### src/hw/rtl/zar_pkg.sv
package zar_pkg;

	localparam int COL_W     = 11;
	localparam int SHIFT_W   = 11;
	localparam int PIX_W     = 8;
	localparam int LEVEL_W   = 8;
	localparam int REG_IDX_W = 3;

	localparam logic [PIX_W-1:0]   ACTIVE_VALUE    = 8'd255;
	localparam logic [LEVEL_W-1:0] LEVEL_MAX       = 8'd255;
	localparam logic [LEVEL_W-1:0] LEVEL_RESET     = 8'd0;
	localparam logic [LEVEL_W-1:0] RAMP_STEP_RESET = 8'd15;

	typedef enum logic {
		OP_PIXEL = 1'b0,
		OP_TICK  = 1'b1
	} op_t;

	typedef enum logic [REG_IDX_W-1:0] {
		REG_ZONE_LEFT   = 3'd0,
		REG_ZONE_TOP    = 3'd1,
		REG_ZONE_RIGHT  = 3'd2,
		REG_ZONE_BOTTOM = 3'd3,
		REG_SHIFT_X     = 3'd4,
		REG_SHIFT_Y     = 3'd5,
		REG_RAMP_STEP   = 3'd6
	} reg_index_t;

	typedef struct packed {
		op_t                opcode;
		logic [PIX_W-1:0]   pixel_value;
		logic [COL_W-1:0]   column;
		logic [COL_W-1:0]   row;
		logic               frame_end;
	} item_t;

	typedef struct packed {
		logic               active;
		logic [LEVEL_W-1:0] intensity;
		logic               changed;
	} result_t;

endpackage

### src/hw/rtl/zar_stream_if.sv
interface zar_item_if import zar_pkg::*; ();
	logic  valid;
	logic  ready;
	item_t data;

	modport source(output valid, output data, input ready);
	modport sink(input valid, input data, output ready);
endinterface

interface zar_result_if import zar_pkg::*; ();
	logic    valid;
	logic    ready;
	result_t data;

	modport source(output valid, output data, input ready);
	modport sink(input valid, input data, output ready);
endinterface

### src/hw/rtl/zar_cfg_regs.sv
module zar_cfg_regs import zar_pkg::*; #(
	parameter int COORD_BITS = 12,
	parameter int CFG_W      = 12
) (
	input  logic                  clk,
	input  logic                  arst_n,
	input  logic                  cfg_wr_en,
	input  logic [REG_IDX_W-1:0]  cfg_index,
	input  logic [CFG_W-1:0]      cfg_data,
	output logic [COORD_BITS-1:0] zone_left,
	output logic [COORD_BITS-1:0] zone_top,
	output logic [COORD_BITS-1:0] zone_right,
	output logic [COORD_BITS-1:0] zone_bottom,
	output logic [SHIFT_W-1:0]    shift_x,
	output logic [SHIFT_W-1:0]    shift_y,
	output logic [LEVEL_W-1:0]    ramp_step
);

	logic [COORD_BITS-1:0] zone_left_q, zone_top_q, zone_right_q, zone_bottom_q;
	logic [SHIFT_W-1:0]    shift_x_q, shift_y_q;
	logic [LEVEL_W-1:0]    ramp_step_q;

	always_ff @(posedge clk or negedge arst_n) begin
		if (!arst_n) begin
			zone_left_q   <= '0;
			zone_top_q    <= '0;
			zone_right_q  <= '0;
			zone_bottom_q <= '0;
			shift_x_q     <= '0;
			shift_y_q     <= '0;
			ramp_step_q   <= RAMP_STEP_RESET;
		end else if (cfg_wr_en) begin
			case (cfg_index)
				REG_ZONE_LEFT:   zone_left_q   <= cfg_data[COORD_BITS-1:0];
				REG_ZONE_TOP:    zone_top_q    <= cfg_data[COORD_BITS-1:0];
				REG_ZONE_RIGHT:  zone_right_q  <= cfg_data[COORD_BITS-1:0];
				REG_ZONE_BOTTOM: zone_bottom_q <= cfg_data[COORD_BITS-1:0];
				REG_SHIFT_X:     shift_x_q     <= cfg_data[SHIFT_W-1:0];
				REG_SHIFT_Y:     shift_y_q     <= cfg_data[SHIFT_W-1:0];
				REG_RAMP_STEP:   ramp_step_q   <= cfg_data[LEVEL_W-1:0];
				default: ;
			endcase
		end
	end

	assign zone_left   = zone_left_q;
	assign zone_top    = zone_top_q;
	assign zone_right  = zone_right_q;
	assign zone_bottom = zone_bottom_q;
	assign shift_x     = shift_x_q;
	assign shift_y     = shift_y_q;
	assign ramp_step   = ramp_step_q;

endmodule

### src/hw/rtl/zar_zone_test.sv
module zar_zone_test import zar_pkg::*; #(
	parameter int COORD_BITS = 12
) (
	input  logic [PIX_W-1:0]      pixel_value,
	input  logic [COL_W-1:0]      column,
	input  logic [COL_W-1:0]      row,
	input  logic [SHIFT_W-1:0]    shift_x,
	input  logic [SHIFT_W-1:0]    shift_y,
	input  logic [COORD_BITS-1:0] zone_left,
	input  logic [COORD_BITS-1:0] zone_top,
	input  logic [COORD_BITS-1:0] zone_right,
	input  logic [COORD_BITS-1:0] zone_bottom,
	output logic                  hit
);

	localparam int SUM_W = COL_W + 1;
	localparam int CMP_W = (COORD_BITS > SUM_W) ? COORD_BITS : SUM_W;

	logic [SUM_W-1:0] x_sum, y_sum;
	logic [CMP_W-1:0] x, y, left, top, right, bottom;

	// shifted position keeps its carry, no wrap
	assign x_sum = SUM_W'(column) + SUM_W'(shift_x);
	assign y_sum = SUM_W'(row) + SUM_W'(shift_y);

	assign x      = CMP_W'(x_sum);
	assign y      = CMP_W'(y_sum);
	assign left   = CMP_W'(zone_left);
	assign top    = CMP_W'(zone_top);
	assign right  = CMP_W'(zone_right);
	assign bottom = CMP_W'(zone_bottom);

	assign hit = (pixel_value == ACTIVE_VALUE) && (x > left) && (x < right)
		&& (y > top) && (y < bottom);

endmodule

### src/hw/rtl/zar_core.sv
module zar_core import zar_pkg::*; (
	input  logic               clk,
	input  logic               arst_n,
	input  logic               advance,
	input  item_t              item_s1,
	input  logic               hit,
	input  logic [LEVEL_W-1:0] ramp_step,
	output result_t            result
);

	logic               frame_hit_q, zone_active_q;
	logic [LEVEL_W-1:0] level_q;
	logic               frame_hit_d, zone_active_d, changed_d;
	logic [LEVEL_W-1:0] level_d;
	logic [LEVEL_W:0]   up_sum;
	result_t            result_s2;

	assign up_sum = {1'b0, level_q} + {1'b0, ramp_step};

	always_comb begin
		frame_hit_d   = frame_hit_q;
		zone_active_d = zone_active_q;
		level_d       = level_q;
		changed_d     = 1'b0;
		case (item_s1.opcode)
			OP_PIXEL: begin
				frame_hit_d = frame_hit_q | hit;
				if (item_s1.frame_end) begin
					zone_active_d = frame_hit_d;
					frame_hit_d   = 1'b0;
				end
			end
			OP_TICK: begin
				if (zone_active_q) begin
					level_d = up_sum[LEVEL_W] ? LEVEL_MAX : up_sum[LEVEL_W-1:0];
				end else begin
					level_d = (level_q > ramp_step) ? level_q - ramp_step : '0;
				end
				changed_d = (level_d != level_q);
			end
			default: ;
		endcase
	end

	always_ff @(posedge clk or negedge arst_n) begin
		if (!arst_n) begin
			frame_hit_q   <= 1'b0;
			zone_active_q <= 1'b0;
			level_q       <= LEVEL_RESET;
		end else if (advance) begin
			frame_hit_q   <= frame_hit_d;
			zone_active_q <= zone_active_d;
			level_q       <= level_d;
		end
	end

	always_ff @(posedge clk) begin
		if (advance) begin
			result_s2 <= '{active: zone_active_d, intensity: level_d, changed: changed_d};
		end
	end

	assign result = result_s2;

endmodule

### src/hw/rtl/zone_activity_intensity_ramp.sv
// zone activity intensity ramp
//
// item channel: activity-map pixels (opcode pixel) with column, row and a
// frame_end mark on the last pixel, and intensity ticks (opcode tick).
// result channel: one result per item with the zone activity flag, the
// ramped 8-bit intensity and a changed flag that only ticks can raise.
// configuration: cfg_wr_en / cfg_index / cfg_data write the zone bounds, the
// position shifts and ramp step; the user must write while idle, not enforced.
//
// throughput: one item per cycle while the result is not stalled. latency: two
// register stages; the item transfer loads the input register, and the result
// register loads from it through the zone compare and ramp logic when it is free.
// a stalled result holds in the result register while the input register
// still takes one more item; item.ready drops only when both are full.
// reset clears both registers' valid bits, the frame hit mark, the zone
// flag and the intensity, and loads the configuration defaults (ramp step 15).
module zone_activity_intensity_ramp import zar_pkg::*; #(
	parameter int COORD_BITS = 12
) (
	input  logic                                          clk,
	input  logic                                          arst_n,
	zar_item_if.sink                                      item,
	zar_result_if.source                                  result,
	input  logic                                          cfg_wr_en,
	input  logic [REG_IDX_W-1:0]                          cfg_index,
	input  logic [((COORD_BITS > SHIFT_W) ? COORD_BITS : SHIFT_W)-1:0] cfg_data
);

	localparam int CFG_W = (COORD_BITS > SHIFT_W) ? COORD_BITS : SHIFT_W;

	logic [COORD_BITS-1:0] zone_left, zone_top, zone_right, zone_bottom;
	logic [SHIFT_W-1:0]    shift_x, shift_y;
	logic [LEVEL_W-1:0]    ramp_step;

	item_t   item_s1;
	logic    valid_s1;
	logic    res_valid_q;
	logic    out_free, advance, hit;
	result_t res_data;

	zar_cfg_regs #(.COORD_BITS(COORD_BITS), .CFG_W(CFG_W)) u_cfg (
		.clk, .arst_n, .cfg_wr_en, .cfg_index, .cfg_data,
		.zone_left, .zone_top, .zone_right, .zone_bottom,
		.shift_x, .shift_y, .ramp_step
	);

	assign out_free   = !res_valid_q || result.ready;
	assign advance    = valid_s1 && out_free;
	assign item.ready = !valid_s1 || out_free;

	always_ff @(posedge clk or negedge arst_n) begin
		if (!arst_n) begin
			valid_s1    <= 1'b0;
			res_valid_q <= 1'b0;
		end else begin
			if (item.ready) valid_s1 <= item.valid;
			if (out_free) res_valid_q <= valid_s1;
		end
	end

	always_ff @(posedge clk) begin
		if (item.valid && item.ready) item_s1 <= item.data;
	end

	zar_zone_test #(.COORD_BITS(COORD_BITS)) u_zone (
		.pixel_value(item_s1.pixel_value),
		.column(item_s1.column),
		.row(item_s1.row),
		.shift_x, .shift_y,
		.zone_left, .zone_top, .zone_right, .zone_bottom,
		.hit
	);

	zar_core u_core (
		.clk, .arst_n, .advance, .item_s1, .hit, .ramp_step,
		.result(res_data)
	);

	assign result.valid = res_valid_q;
	assign result.data  = res_data;

endmodule

### src/flat_wrapper.sv
// flat-port wrapper written by rule: the top's interface ports become plain ports
module zone_activity_intensity_ramp_flat import zar_pkg::*;
#(
	parameter int COORD_BITS = 12
)
  (clk, arst_n, cfg_wr_en, cfg_index, cfg_data, item_valid, item_data, item_ready, result_valid, result_data, result_ready);
  zar_item_if item_i ();
  zar_result_if result_i ();
  input  logic clk;
  input  logic arst_n;
  input  logic cfg_wr_en;
  input  logic [REG_IDX_W-1:0] cfg_index;
  input  logic [((COORD_BITS > SHIFT_W) ? COORD_BITS : SHIFT_W)-1:0] cfg_data;
  input wire logic [$bits(item_i.valid)-1:0] item_valid;
  input wire logic [$bits(item_i.data)-1:0] item_data;
  output wire logic [$bits(item_i.ready)-1:0] item_ready;
  output wire logic [$bits(result_i.valid)-1:0] result_valid;
  output wire logic [$bits(result_i.data)-1:0] result_data;
  input wire logic [$bits(result_i.ready)-1:0] result_ready;
  assign item_i.valid = item_valid;
  assign item_i.data = item_data;
  assign item_ready = item_i.ready;
  assign result_valid = result_i.valid;
  assign result_data = result_i.data;
  assign result_i.ready = result_ready;
  zone_activity_intensity_ramp #(.COORD_BITS(COORD_BITS)) u_core (.clk(clk), .arst_n(arst_n), .item(item_i), .result(result_i), .cfg_wr_en(cfg_wr_en), .cfg_index(cfg_index), .cfg_data(cfg_data));
endmodule
### config.mk
export PLATFORM = sky130hd
export DESIGN_NAME = zone_activity_intensity_ramp_flat
export DESIGN_NICKNAME = d
export VERILOG_FILES = /design/src/hw/rtl/zar_pkg.sv /design/src/hw/rtl/zar_stream_if.sv /design/src/hw/rtl/zar_cfg_regs.sv /design/src/hw/rtl/zar_zone_test.sv /design/src/hw/rtl/zar_core.sv /design/src/hw/rtl/zone_activity_intensity_ramp.sv /design/src/flat_wrapper.sv
export SDC_FILE = /design/constraint.sdc
export NUM_CORES = 1
export LEC_CHECK = 0
export BUFFER_PORTS_ARGS = -buffer_cell sky130_fd_sc_hd__buf_2
export CAP_MARGIN = 10
export CELL_PAD_IN_SITES_DETAIL_PLACEMENT = 0
export CELL_PAD_IN_SITES_GLOBAL_PLACEMENT = 2
export CORE_MARGIN = 2
export CORE_UTILIZATION = 43
export CTS_BUF_LIST = sky130_fd_sc_hd__clkbuf_4 sky130_fd_sc_hd__clkbuf_8 sky130_fd_sc_hd__clkbuf_16
export DETAILED_ROUTE_END_ITERATION = 6
export PLACE_DENSITY_LB_ADDON = 0.08
export SLEW_MARGIN = 20
export SYNTH_ARGS = -nofsm -noshare
export SYNTH_HDL_FRONTEND = slang
export SYNTH_SLANG_ARGS = --single-unit
### constraint.sdc
create_clock -name clk -period 6.4 [get_ports clk]
set_clock_uncertainty 0.05 [all_clocks]
set_input_delay 0.32 -clock clk [delete_from_list [all_inputs] [get_ports clk]]
set_output_delay 0.32 -clock clk [all_outputs]
set_load 0.05 [all_outputs]
# [Word-level counts from Yosys, hierarchy flattened]
# Index checks and enable logic that the tools add are counted.
# Widths: inputs -> output; s select.
[word_totals] inputBits=52 ff_bits=132 output_inout_bits=12 wordCells=66
[op_classes] bitwise_logic=2 n_addsub=4 n_reduce_logical=19 muxes=8 n_lt_le_gt_ge=5 eq_ne=8
[op_table] op="$mux 8" n=5
[op_table] op="$add 11x11->12" n=2
[op_table] op="$gt 12x12->1" n=2
[op_table] op="$lt 12x12->1" n=2
[op_table] op="$reduce_and 2->1" n=8
[op_table] op="$add 8x8->9" n=1
[op_table] op="$eq 3x3->1 const B" n=3
[op_table] op="$eq 8x8->1 const B" n=1
[op_table] op="$gt 8x8->1" n=1
[op_table] op="$ne 8x8->1" n=1
[op_table] op="$sub 8x8->8" n=1
[op_table] op="$eq 3x2->1 const B" n=2
[op_table] op="$logic_and 1x1->1" n=6
[op_table] op="$eq 3x1->1 const B" n=1
[op_table] op="$logic_not 3->1" n=1
[op_table] op="$mux 1" n=3
[op_table] op="$logic_not 1->1" n=2
[op_table] op="$logic_or 1x1->1" n=2
[op_table] op="$not 1->1" n=1
[op_table] op="$or 1x1->1" n=1

# [Depth between registers and ports, before layout]
[depth] word_depth=9 mapped_depth=18 depth_no_buf=18

# [Cells and area by module]
# From an unflattened synthesis, not the netlist that was laid out.
[unflattened] hier_cells=703 hier_area_um2=8042.7
[by_module_without_submodules] mod="zar_cfg_regs" seq_area_each_um2=1956.9 area_each_um2=2994.1 cells_per_inst=169 n_inst=1
[by_module_without_submodules] mod="zar_zone_test" seq_area_each_um2=0.0 area_each_um2=2090.8 cells_per_inst=286 n_inst=1
[by_module_without_submodules] mod="zar_core" seq_area_each_um2=550.5 area_each_um2=1893.1 cells_per_inst=208 n_inst=1
[by_module_without_submodules] mod="zone_activity_intensity_ramp" seq_area_each_um2=1011.0 area_each_um2=1064.8 cells_per_inst=40 n_inst=1

# [Worst setup path before layout]
# OpenSTA, ideal clock, no wires.
[synth_path] kind="flip-flop to flip-flop" from="register u_core.item_s1[12] (netlist name)" to="register u_core.u_core.frame_hit_q" required_time_ns=6.256 period_less_slack_ns=3.617 setup_time_ns=0.094 setup_slack_ns=2.783 arrival_ns=3.473 n_path_buf=0 stages_incl_launch_ff=17 cell_sequence="edfxtp_1 > ha_1 > fa_1 > a21o_1 > a21oi_1 > o21bai_1 > a21oi_1 > o21bai_1 > a21oi_1 > nor4b_1 > a311o_1 > ha_1 > and4_1 > a211o_1 > nor3_1 > o311ai_1 > a211oi_1"
[synth_between] elab_chain_cells=8 word_cells_on_any_way=9 classes_between="add/sub (1); order compare (2); mux (1); bitwise (1); reduce/logical (4)"
[synth_lines] item="$add 11x11->12 (*)" line_no="zar_zone_test.sv:23" rtl="assign x_sum = SUM_W'(column) + SUM_W'(shift_x);"
[synth_lines] item="$gt 12x12->1" line_no="zar_zone_test.sv:33" rtl="assign hit = (pixel_value == ACTIVE_VALUE) && (x > left) && (x < right)"
[synth_lines] item="$logic_and 1x1->1" line_no="zar_zone_test.sv:33"
[synth_lines] item="$logic_and 1x1->1 (*)" line_no="zar_zone_test.sv:33"
[synth_lines] item="$logic_and 1x1->1 (*) (2 in series)" line_no="zar_zone_test.sv:34" rtl="&& (y > top) && (y < bottom);"
[synth_lines] item="$or 1x1->1 (*)" line_no="zar_core.sv:27" rtl="frame_hit_d = frame_hit_q | hit;"
[synth_lines] item="$mux 1 (*)" line_no="zar_core.sv:28" rtl="if (item_s1.frame_end) begin"
[synth_lines] item="end signal, assigned" line_no="zar_core.sv:51" rtl="frame_hit_q <= frame_hit_d;"
[synth_lines] item="end, declared" line_no="zar_core.sv:11" rtl="logic frame_hit_q, zone_active_q;"
# Every way passes the cells marked *; elsewhere a longest branch is shown, timed or not.
# A chain may end at the register's enable or synchronous reset.

# [Worst setup path after layout]
[layout_path] from="register u_core.item_s1[1] (netlist name)" to="register u_core.u_core.result_s2 (netlist bit u_core.u_core.result[9]) (data pin)"
[layout_between] elab_chain_cells=7 word_cells_on_any_way=8 classes_between="add/sub (1); order compare (2); mux (2); bitwise (1); reduce/logical (2)"
[layout_lines] item="$add 11x11->12 (*)" line_no="zar_zone_test.sv:24" rtl="assign y_sum = SUM_W'(row) + SUM_W'(shift_y);"
[layout_lines] item="$gt 12x12->1" line_no="zar_zone_test.sv:34"
[layout_lines] item="$logic_and 1x1->1" line_no="zar_zone_test.sv:34"
[layout_lines] item="$logic_and 1x1->1 (*)" line_no="zar_zone_test.sv:34"
[layout_lines] item="$or 1x1->1 (*)" line_no="zar_core.sv:27"
[layout_lines] item="$mux 1 (*)" line_no="zar_core.sv:28"
[layout_lines] item="$mux 1 (*)" line_no="zar_core.sv:25" rtl="case (item_s1.opcode)"
[layout_lines] item="net u_core.u_core.zone_active_d" line_no="zar_core.sv:13" rtl="logic frame_hit_d, zone_active_d, changed_d;"
[layout_lines] item="end signal, assigned" line_no="zar_core.sv:59" rtl="result_s2 <= '{active: zone_active_d, intensity: level_d, changed: changed_d};"
[layout_lines] item="end, declared" line_no="zar_core.sv:16" rtl="result_t result_s2;"
# The timed path passes the listed nets; every way through them passes the cells marked *.

==> impl_metrics.toml <==
[status]
outcome = "finished, final reports clean"

[detailed_routing]
avgViaCountPerCell = 5.32
finalWirelength_um = 17600
drt_first_pass_iters = 5
drc = 0
drtAntennaViolNets = 0
drt_iter0_markers = 342
wire_per_inst_um = 17.1
vias = 5471

[worst_setup_path]
path_max_fanout = 3
critical_path.endpoint_type = "flip-flop"
critPathKind = "reg2reg"
path_common_cell = "o21ai_0"
cp_cell_sequence = "ha_1, inv_1, fa_1, nor2b_1, o21ai_0, a21boi_0, o21ai_0, a21boi_0, o21ai_0, nand2_1, o311ai_0, ha_1, a31oi_1, nor2b_1, a211o_1, nor3_1, o311ai_1, a31oi_1"
critPathLaunchType = "flip-flop"
worstPathRequired_ns = 6.60
max_stage_delay_ns = 0.57
cpMaxStageDelayCell = "o311ai_0"
arrival_ns = 4.48

[die]
initial_core_util_pct = 43.5
core-area_sq_mm = 0.0178
die_h_um = 138
io_pins = 64
dieArea_sq_mm = 0.0191
rows = 49
die_x_um = 138

[power]
p_sw_mw = 1.42
intPower_mw = 2.38
clkPwrFrac_pct = 26.7
peakVddDrop_mv = 0.218
power.share.combinational_pct = 42.8
seqPwrFrac_pct = 30.5
p_per_area_mw_per_mm2 = 425
p_leak_nw = 4.07
swShare_pct = 37.4

[timing]
min_period_ns = 4.28
fmax_mhz = 233
totalNegativeSetupSlack_ns = 0
relSlewSlack_pct = 37.8
finalSetupViolations = 0
min_period_over_period_pct = 66.9
hold_viol_final = 0
slew_violations = 0
worst_pin_slew_ns = 0.933
rsz0062_at_grt = "no"

[final_layout]
filler_cell_count = 1640
drive_gt1_share_pct = 22.2
antenna_cells = 0
mostFrequentLayoutCells = "86 x dfrtp_1, 84 x ha_1, 83 x inv_1"
final_util_pct = 50.2
area_delta_synth_final_pct = 15.5
num-nets-final = 926
mostFrequentLayoutCell = "dfrtp_1"

[cts]
cts_tree = "built"
htreeDepth = 4
cts_resized = 0
cts.path.max_buffers = 2
clkSlewWorstSetupHoldPaths_ns = 0.06
clock_sinks = 132
postCtsSetupRepairBufs = 0
hold_buffers = 1
worstSkewPairLatency_ns = 0.42
cts_buffers = 17
clockRootBuffer = "clkbuf_16"

[global_routing]
grt_pass1_wl_um = 29200
grt_usage_pct = 19.3
grt.overflow.total = 0
grt_pass1_vias = 5599
antenna_found_initial = 0
grt_max_degree = 60

[placement]
port_buffers = 63
dp_hpwl_um = 13100
gp_congestion = 0.860

[synthesis]
synth_edf_count = 42
synth_cell_types = 66
async_reset_ff_share_pct = 68.2
synth-seq-area-share_pct = 45.4
synthCells = 715
syn_area_sq_mm = 0.00776
synth-main-ff-cell = "dfrtp_1"
avgSynthCellArea_sq_um = 10.8
ys_warn_count = 0
ys_ff_latch = 132
synth_nets = 855

[hold_path]
hp-class = "in2reg"

[job]
drv_cap = 0
-- worst max-delay path: cells and delay by family (launching register included) --
family	cells	cell delay, ns
AOI/OAI and AO/OA	10	2.44
adders and majority gates	3	0.79
buffers and inverters	1	0.07
DFF	1	0.37
and+or+nand+nor	4	0.42
-- worst paths after layout --
path | from | end | slack, ns | depth (start not counted)
setup / recovery | u_core.item_s1[1] | u_core.u_core.result[9] | 2.12 | 18
hold / removal | item_data[17] | u_core.item_s1[17] | 0.02 | 1
setup reg to reg | u_core.item_s1[1] | u_core.u_core.result[9] | 2.12 | 18
hold reg to reg | u_core.u_cfg.zone_bottom[3] | u_core.u_cfg.zone_bottom[3] | 0.45 | 1
max in group asynchronous | arst_n | u_core.u_cfg.zone_top[4] | 4.81 | 3
min in group asynchronous | arst_n | u_core.u_core.level_q[6] | 0.34 | 2
-- stage by stage --
stage | power, mW | setup slack (ns) | std cells | hold slack [ns] | area (sq um)
after floorplan | 2.41 | 2.78 | 715 | -0.0256 | 7760
after global placement | 2.78 | 2.30 | 995 | 0.240 | 8330
after detailed placement | 2.80 | 2.14 | 995 | 0.242 | 8330
after CTS | 3.84 | 2.10 | 1028 | 0.00707 | 8950
after global routing | 4.10 | 1.70 | 1028 | 0.00668 | 8950
final | 3.80 | 2.12 | 1028 | 0.0231 | 8950
-- flip-flops by register name, indices dropped and copies added (netlist names) --
register	count
u_core.item_s1	32
u_core.u_cfg.zone_bottom	12
u_core.u_cfg.zone_left	12
u_core.u_cfg.zone_right	12
u_core.u_cfg.zone_top	12
u_core.u_cfg.shift_x	11
u_core.u_cfg.shift_y	11
u_core.u_core.result	10
u_core.u_cfg.ramp_step	8
u_core.u_core.level_q	8
u_core.result.valid	1
u_core.u_core.frame_hit_q	1
u_core.u_core.zone_active_q	1
u_core.valid_s1	1
-- final cells by class --
type | count | area [sq um] | share of cell area (%)
Sequential cell | 132 | 3520 | 39.3
Clock buffer | 19 | 440 | 4.92
Tap cell | 229 | 287 | 3.20
Timing Repair Buffer | 69 | 365 | 4.08
Multi-Input combinational cell | 481 | 3850 | 43.0
Inverter | 85 | 319 | 3.56
Clock inverter | 13 | 173 | 1.93
-- power groups by stage --
stage / Combinational, mW / Clock [mW] / Sequential (mW)
after floorplan: 1.20 / 0 / 1.21
after global placement: 1.61 / 0 / 1.17
after detailed placement: 1.62 / 0 / 1.18
after CTS: 1.64 / 1.04 / 1.16
after global routing: 1.84 / 1.08 / 1.18
final: 1.63 / 1.02 / 1.16
-- cell families (layout without fill, tap and decap cells) --
family / after synthesis / in the layout / synth area share (%)
simple gates: 161 / 161 / 10.5
compound gates: 152 / 152 / 13.4
flops: 132 / 132 / 45.4
buf+inv: 102 / 186 / 5.18
fa+ha+maj: 88 / 88 / 14.6
mux: 58 / 58 / 8.45
xor+xnor: 22 / 22 / 2.48
-- layer usage --
layer  vias to the layer above  routed length [um]  global-route usage [%]
li1                       2714                   -                       -
met1                      2655                8420                    25.4
met2                        89                8540                    33.0
met3                        13                 469                    3.88
met4                         0                 148                    4.19
met5                         -                   0                       0
-- synthesized netlist by cell type, types with 3 or more instances --
master | count | area, sq um
a311oi_1 | 4 | 35.0
a2111oi_0 | 4 | 35.0
a211oi_1 | 6 | 45.0
a31oi_1 | 4 | 25.0
nand4_1 | 10 | 62.6
nor2b_1 | 7 | 43.8
nor3_1 | 19 | 95.1
nor3b_1 | 3 | 22.5
mux2_2 | 56 | 631
edfxtp_1 | 42 | 1260
o21bai_1 | 9 | 67.6
nand3_1 | 9 | 45.0
nor4_1 | 4 | 25.0
nand2b_1 | 9 | 56.3
nand4b_1 | 4 | 35.0
xnor2_1 | 18 | 158
inv_1 | 83 | 312
dfrtp_1 | 86 | 2150
dfstp_2 | 4 | 105
o21ai_0 | 48 | 240
and4_1 | 3 | 26.3
or3_1 | 4 | 25.0
clkbuf_1 | 12 | 45.0
a21o_1 | 21 | 158
xor2_1 | 4 | 35.0
nor2_1 | 28 | 105
fa_1 | 4 | 80.1
o21a_1 | 3 | 22.5
nand2_1 | 51 | 191
ha_1 | 84 | 1050
a21oi_1 | 26 | 130
Note: power is estimated with default switching activity, not from simulation.
